[config.mk]
export PLATFORM = sky130hd
export DESIGN_NAME = blle_ram
export DESIGN_NICKNAME = d
export VERILOG_FILES = /design/src/rtl/blle_ram.sv
export SDC_FILE = /design/constraint.sdc
export NUM_CORES = 1
export LEC_CHECK = 0
export ABC_AREA = 1
export BUFFER_PORTS_ARGS = -buffer_cell sky130_fd_sc_hd__buf_4
export CORE_MARGIN = 1.5
export CORE_UTILIZATION = 35
export DETAILED_ROUTE_END_ITERATION = 10
export HOLD_SLACK_MARGIN = 0.02
export SYNTH_ARGS = -nofsm -noshare
export SYNTH_HDL_FRONTEND = slang
export SYNTH_SLANG_ARGS = --single-unit
[constraint.sdc]
create_clock -name clock -period 3.2 [get_ports clock]
set_input_delay 0.32 -clock clock [delete_from_list [all_inputs] [get_ports clock]]
set_output_delay 0.32 -clock clock [all_outputs]
set_load 0.005 [all_outputs]
[src/rtl/blle_ram.sv]
`default_nettype none

module blle_ram #(
   parameter int WIDTH = 8,
   parameter int DEPTH = 64
) (
   input  wire logic                     clock,
   input  wire logic                     wr_en,
   input  wire logic [$clog2(DEPTH)-1:0] wr_addr,
   input  wire logic [WIDTH-1:0]         wr_data,
   input  wire logic [$clog2(DEPTH)-1:0] rd_addr,
   output logic      [WIDTH-1:0]         rd_data
);

   logic [WIDTH-1:0] mem_ff [DEPTH];
   logic [WIDTH-1:0] rd_data_ff;

   // one write port, registered read port
   always_ff @(posedge clock) begin
      if (wr_en) begin
         mem_ff[wr_addr] <= wr_data;
      end
      rd_data_ff <= mem_ff[rd_addr];
   end

   assign rd_data = rd_data_ff;

endmodule

`default_nettype wire

* Word-level counts from Yosys, hierarchy flattened
Memory sizes are Yosys's and may differ from the RTL's. A register that Yosys moved wholly into a read port is not among the register bits.
Index checks and enable logic that the tools add are counted.
** Operators by class
- Mux-type cells :: 2
** Operators with widths (count)
- 1-bit 2-to-1 mux :: 2
** Storage, ports and cells
- Memory bits (writable) :: 512
- Flip-flop bits (word level) :: 0
- Memories :: 1
- Output and inout bits :: 8
** Memories
- mem_ff :: words 64, width 8, rd ports 1, clocked after memory_dff 1, write ports 1, RTL line 15 : logic [WIDTH-1:0] mem_ff [DEPTH];

* Longest topological paths before layout
Gate-level depths: netlist of run 1.
- Depth after elaboration :: 2
- Mapped depth :: 12
- Mapped depth without buffers :: 9

* Least setup slack after synthesis of run 1
No wires, ideal clock.
- Path kind :: input -> register
- Start :: input port wr_en
- End :: memory mem_ff[48][0] (enable)
- Cell stages on the path :: 3
- Setup time :: 0.395 ns
- Arrival :: 1.691 ns
- Path buffers :: 1
- Data required time :: 2.805 ns
- Setup slack :: 1.114 ns
- Cells stage by stage :: clkbuf_1 > nand4_1 > nor4_1
** Between the ends
- Word-level cells in the longest chain between the ends :: 2
** RTL lines
- start, declared :: RTL line 8 : input wire logic wr_en,
- 1-bit 2-to-1 mux :: RTL line 20 : if (wr_en) begin
- 1-bit 2-to-1 mux (not written as such) :: RTL line 21 : mem_ff[wr_addr] <= wr_data;
- end, declared :: RTL line 15
No other way between the ends.

==> flow_summary.ini, run 1 <==
[synthesis]
muxShareOfSynthArea_pct = 0
synth.distinct_cells = 16
yosys.area_share.simple_pct = 23.2
synth-compound-area-share_pct = 0
synth_area_sq_um = 21300
synthCells = 1805
synth_warnings = 0
synth_area_per_cell_sq_um = 11.8
synthAdderAreaFrac_pct = 0
synth_top_family_by_area = simple AND/OR/NAND/NOR gates
yosysSeqAreaShare_pct = 72.8
yosys.area_share.xor_xnor_pct = 0
synth_nets = 1827
synth-seq-cells = 520

[cts]
clk-insertion-delay-late_ns = 0.60
post_cts_buffers = 0
cts_sinks = 520
clkTransAtPathRegs_ns = 0.06
post_cts_resized = 0
h-tree-depth = 2
clk_path_buf_depth = 3
ctsHoldBuffers = 0
root_buffer = clkbuf_16
cts_buffers = 52
cts_tree = done

[setup_path]
path_class = in -> reg
cp_slowest_cell = buf_12
cp_slowest_stage_delay_ns = 0.48
endpoint_kind = flip-flop
worstPathRequired_ns = 3.73
worstPathArrival_ns = 2.22
startpoint_type = primary input
path_cells = buf_6 > buf_12 > nand2_1 > nand3_1 > nand3_1 > nand2_1 > nand2_1 > nand3_1 > nand3_1 > nand2_1
critPathMaxFanout = 191

[floorplanning]
die-area_sq_um = 62500
rows = 90
die_h_microns = 250
io_pins = 30
core-area_sq_um = 60400
initial_utilization_pct = 35.4
die_w_microns = 250

[final_layout]
final_common_cell = nand2_1
final_cell_area_sq_um = 24000
areaGrowthSynthToFinish_pct = 12.4
antennaDiodeCount = 0
n_fill_cell = 5683
final_util_pct = 39.7
drive_gt1_share_pct = 9.35
multi_input_area_sq_um = 4950
regArea_sq_um = 15500
nets = 1873
final_cell_mix = nand2_1, edfxtp_1, nand3_1

[detailed_routing]
via_per_inst = 5.21
dr.pass1.iters = 5
drtIter0Drc = 1309
drt-wirelength-per-cell_microns = 20.9
vias = 13900
ant_nets = 0
drc = 0
routed_wl_microns = 55800

[global_routing]
grt_overflow = 0
grt_usage_pct = 18.0
grt_max_degree = 192
grt_pass1_wl_microns = 85100
antenna_found_initial = 2
first_global_vias = 13800

[sta]
period_needed_ns = 1.70
setup_viol = 0
hold_violations = 0
fin_crit_sh_pct = 53.0
fmax_ghz = 0.589
final.setup.tns_ns = 0
tightestPinTransition_ns = 1.08
maxSlewViolCount = 0
skew_ns = 0.0225
rsz0062_at_grt = no
setup_ws_ns = 1.50
maxSlewHeadroom_pct = 27.8

[min_path]
hp-class = in -> reg

[placement]
gp_congestion = 0.889
placed_area_sq_um = 22400
post-place-ws_ns = 0.927
dp_hpwl_microns = 32500
numPortBuffers = 29

[run_status]
status = finished, final reports clean

[pwr]
p_leak_uw = 0.00859
powerDensity_nw_per_um2 = 595
ir_drop_mv = 0.369
power.total_uw = 14300

[flow_run]
cap_violations = 0
-- through the flow --
stage | hold WS, ns | instances
after detailed placement | 0.662 | 2579
after global placement | 0.673 | 2579
after CTS | 0.0375 | 2676
after floorplan | 0.419 | 1805
final | 0.0700 | 2676
after global routing | 0.0562 | 2676
-- sequential cells by signal (all words and copies together) (netlist names) --
name and cells:
mem_ff 512, rd_data 8
-- Yosys cell counts --
library cell / instances / share of area [%]
edfxtp_1: 512 / 72
buf_2: 37 / 0.87
nor4_1: 8 / 0.23
clkbuf_1: 15 / 0.26
buf_6: 35 / 1.8
nand2_1: 648 / 11
inv_1: 10 / 0.18
buf_8: 2 / 0.14
dfxtp_1: 8 / 0.75
nand4_1: 9 / 0.26
inv_6: 1 / 0.041
buf_4: 14 / 0.49
nand3_1: 439 / 10
nor2_1: 56 / 0.99
inv_2: 1 / 0.018
buf_1: 10 / 0.18
-- kinds of logic (layout without fill, tap and decap cells) --
kind of cell / count (synthesis) / after routing
DFF: 520 / 520
and+or+nand+nor: 1160 / 1160
buffers and inverters: 125 / 214
-- where the power goes --
group | switching [uW] | internal [uW]
sequential | 27.4 | 7540
combinational | 665 | 228
clock | 2540 | 3270
-- final timing paths --
check | slack [ns] | end | startpoint | depth (start not counted)
hold reg to reg | 0.80 | rd_data[3]$_DFF_P_ | mem_ff[36][3]$_DFFE_PP_ | 8
hold / removal | 0.07 | rd_data[3]$_DFF_P_ | rd_addr[5] | 3
setup / recovery | 1.50 | rd_data[5]$_DFF_P_ | rd_addr[0] | 10
setup reg to reg | 1.79 | rd_data[5]$_DFF_P_ | mem_ff[27][5]$_DFFE_PP_ | 8
-- worst max-delay path: cells and delay by family --
family                 cells  cell delay (ns)
buffers and inverters      2             0.58
and+or+nand+nor            8             0.99
-- layer usage --
metal  track usage, %  wire [microns]  share of wire, %  vias to the layer above
met5                0              27             0.048                        -
met4             5.16            1250               2.2                        4
met3             3.96            4570               8.2                       85
met2             28.2           25900                46                      532
met1             25.1           24000                43                     6864
li1                 -               -                 -                     6446
-- area by class of cell --
type	instances	area share (%)
well taps	782	4.08
inverters	12	0.219
flip-flops and latches	520	64.8
clock inverters	32	0.939
clock buffers	65	5.72
repair buffers	105	3.67
multi-input cells	1160	20.6
(Power assumes the default switching activity.)
==> inputs of run 2 (changes only) <==
clock period = 1.7 ns   (was 3.2 ns; I/O delays follow)
==> run 2 against run 1 <==
  * Power up 96%
  * Flip-flop and latch count unchanged
  * Utilization rose by 1.7 points
  * Sequential share of layout area fell by 2.7 points
  * Combinational power up 110%
  * Clock power grew 100%
  * Clock-buffer cell count is 6 higher
  * Global-route usage is 0.28 points lower
==> flow_summary.ini, run 2 (synthesis results as in run 1) <==
[detailed_routing]
via_per_inst = 5.06
drc = 0
drt-wirelength-per-cell_microns = 20.0
drtIter0Drc = 1374
ant_nets = 0
routed_wl_microns = 55200
vias = 13900
dr.pass1.iters = 5

[pwr]
p_leak_uw = 0.00915
ir_drop_mv = 0.869
powerDensity_nw_per_um2 = 1120

[global_routing]
first_global_vias = 13400
grt_usage_pct = 17.7
grt_overflow = 0
antenna_found_initial = 1
grt_pass1_wl_microns = 83800
grt_max_degree = 71

[sta]
fmax_ghz = 0.735
maxSlewHeadroom_pct = 70.1
final.setup.tns_ns = 0
setup_ws_ns = 0.339
tightestPinTransition_ns = 0.449
period_needed_ns = 1.36
skew_ns = 0.0123
hold_violations = 0
maxSlewViolCount = 0
setup_viol = 0
rsz0062_at_grt = no
fin_crit_sh_pct = 80.1

[flow_run]
cap_violations = 0

[cts]
post_cts_resized = 0
clk-insertion-delay-late_ns = 0.60
cts_tree = done
cts_buffers = 54
clk_path_buf_depth = 3
h-tree-depth = 2
post_cts_buffers = 0
ctsHoldBuffers = 5
clkTransAtPathRegs_ns = 0.06
cts_sinks = 520
root_buffer = clkbuf_16

[min_path]
hp-class = in -> reg

[floorplanning]
io_pins = 30
die_h_microns = 250
rows = 90
initial_utilization_pct = 35.4
die-area_sq_um = 62500
core-area_sq_um = 60400
die_w_microns = 250

[final_layout]
final_common_cell = nand2_1
final_util_pct = 41.5
multi_input_area_sq_um = 4950
drive_gt1_share_pct = 12.8
regMostFlops = mem_ff
n_fill_cell = 5590
largest_register_ffs = 512
nets = 1951
areaGrowthSynthToFinish_pct = 17.3
antennaDiodeCount = 0
final_cell_mix = nand2_1, edfxtp_1, nand3_1
regArea_sq_um = 15500
final_cells = 2756

[placement]
dp_hpwl_microns = 34100
gp_congestion = 0.889
post-place-ws_ns = 0.0245
numPortBuffers = 29
post-place-cells = 2650

[setup_path]
cpLargestDelayFamily = flip-flops
path_class = reg -> out
critPathMaxFanout = 1
endpoint_kind = output port
worstPathArrival_ns = 1.19
cp_slowest_cell = dfxtp_1
worstPathRequired_ns = 1.53
path_cells = buf_4
startpoint_type = flip-flop
cp_slowest_stage_delay_ns = 0.43
path_buf_inv = 1

[run_status]
status = finished, final reports clean
==> run 2: cell types whose count changed in the layout (fill, tap and decap cells not counted), sizes merged <==
cell	previous run	this run
inv	14	13
clkinvlp	1	2
clkbuf	65	71
clkinv	26	21
buf	105	176
bufinv	3	6
dlygate4sd3	0	5
==> run 2: path summary, 6_finish.rpt <==
kind	startpoint	end	slack, ns	cells after the start
worst max-delay path	rd_data[6]$_DFF_P_	rd_data[6]	0.34	1
worst min register to register	mem_ff[8][0]$_DFFE_PP_	rd_data[0]$_DFF_P_	0.83	8
worst min-delay path	wr_data[5]	mem_ff[21][5]$_DFFE_PP_	0.05	1
worst max register to register	mem_ff[43][5]$_DFFE_PP_	rd_data[5]$_DFF_P_	0.36	8
==> run 2: layer usage <==
metal  wire length (microns)  vias up  track usage, %  share of wire [%]
met4                    1630        2            5.71                2.9
met5                      13        -               0              0.024
met3                    4220      110            4.15                7.6
met1                   24900     6752            25.2                 45
li1                        -     6604               -                  -
met2                   24400      474            26.7                 44
==> run 2: power breakdown <==
group	total [uW]	internal [uW]	leakage [uW]	switching [uW]
clock	11900	7010	0.000859	4850
sequential	14200	14200	0.00467	51.3
combinational	1870	589	0.00362	1280
==> run 2: metrics by stage <==
step	power [uW]	hold slack, ns	cell area, sq um
2_1_floorplan	15500	0.269	21300
3_3_place_gp	16300	0.522	23200
3_5_place_dp	16400	0.514	23200
4_1_cts	28100	0.0248	25000
5_1_grt	28800	0.0321	25000
6_report	28000	0.0514	25000
==> run 2: area by class of cell <==
| type | count | share of cell area [%] |
|---|---|---|
| flip-flops and latches | 520 | 62.1 |
| multi-input cells | 1160 | 19.8 |
| repair buffers | 181 | 6.99 |
| clock buffers | 71 | 5.91 |
| well taps | 782 | 3.91 |
| clock inverters | 30 | 1.17 |
| inverters | 12 | 0.210 |
==> run 2: worst reg2reg max path, delay by kind of cell, from the launching register on <==
family / cells / cell delay [ns]
and+or+nand+nor: 8 / 0.85
DFF: 1 / 0.36
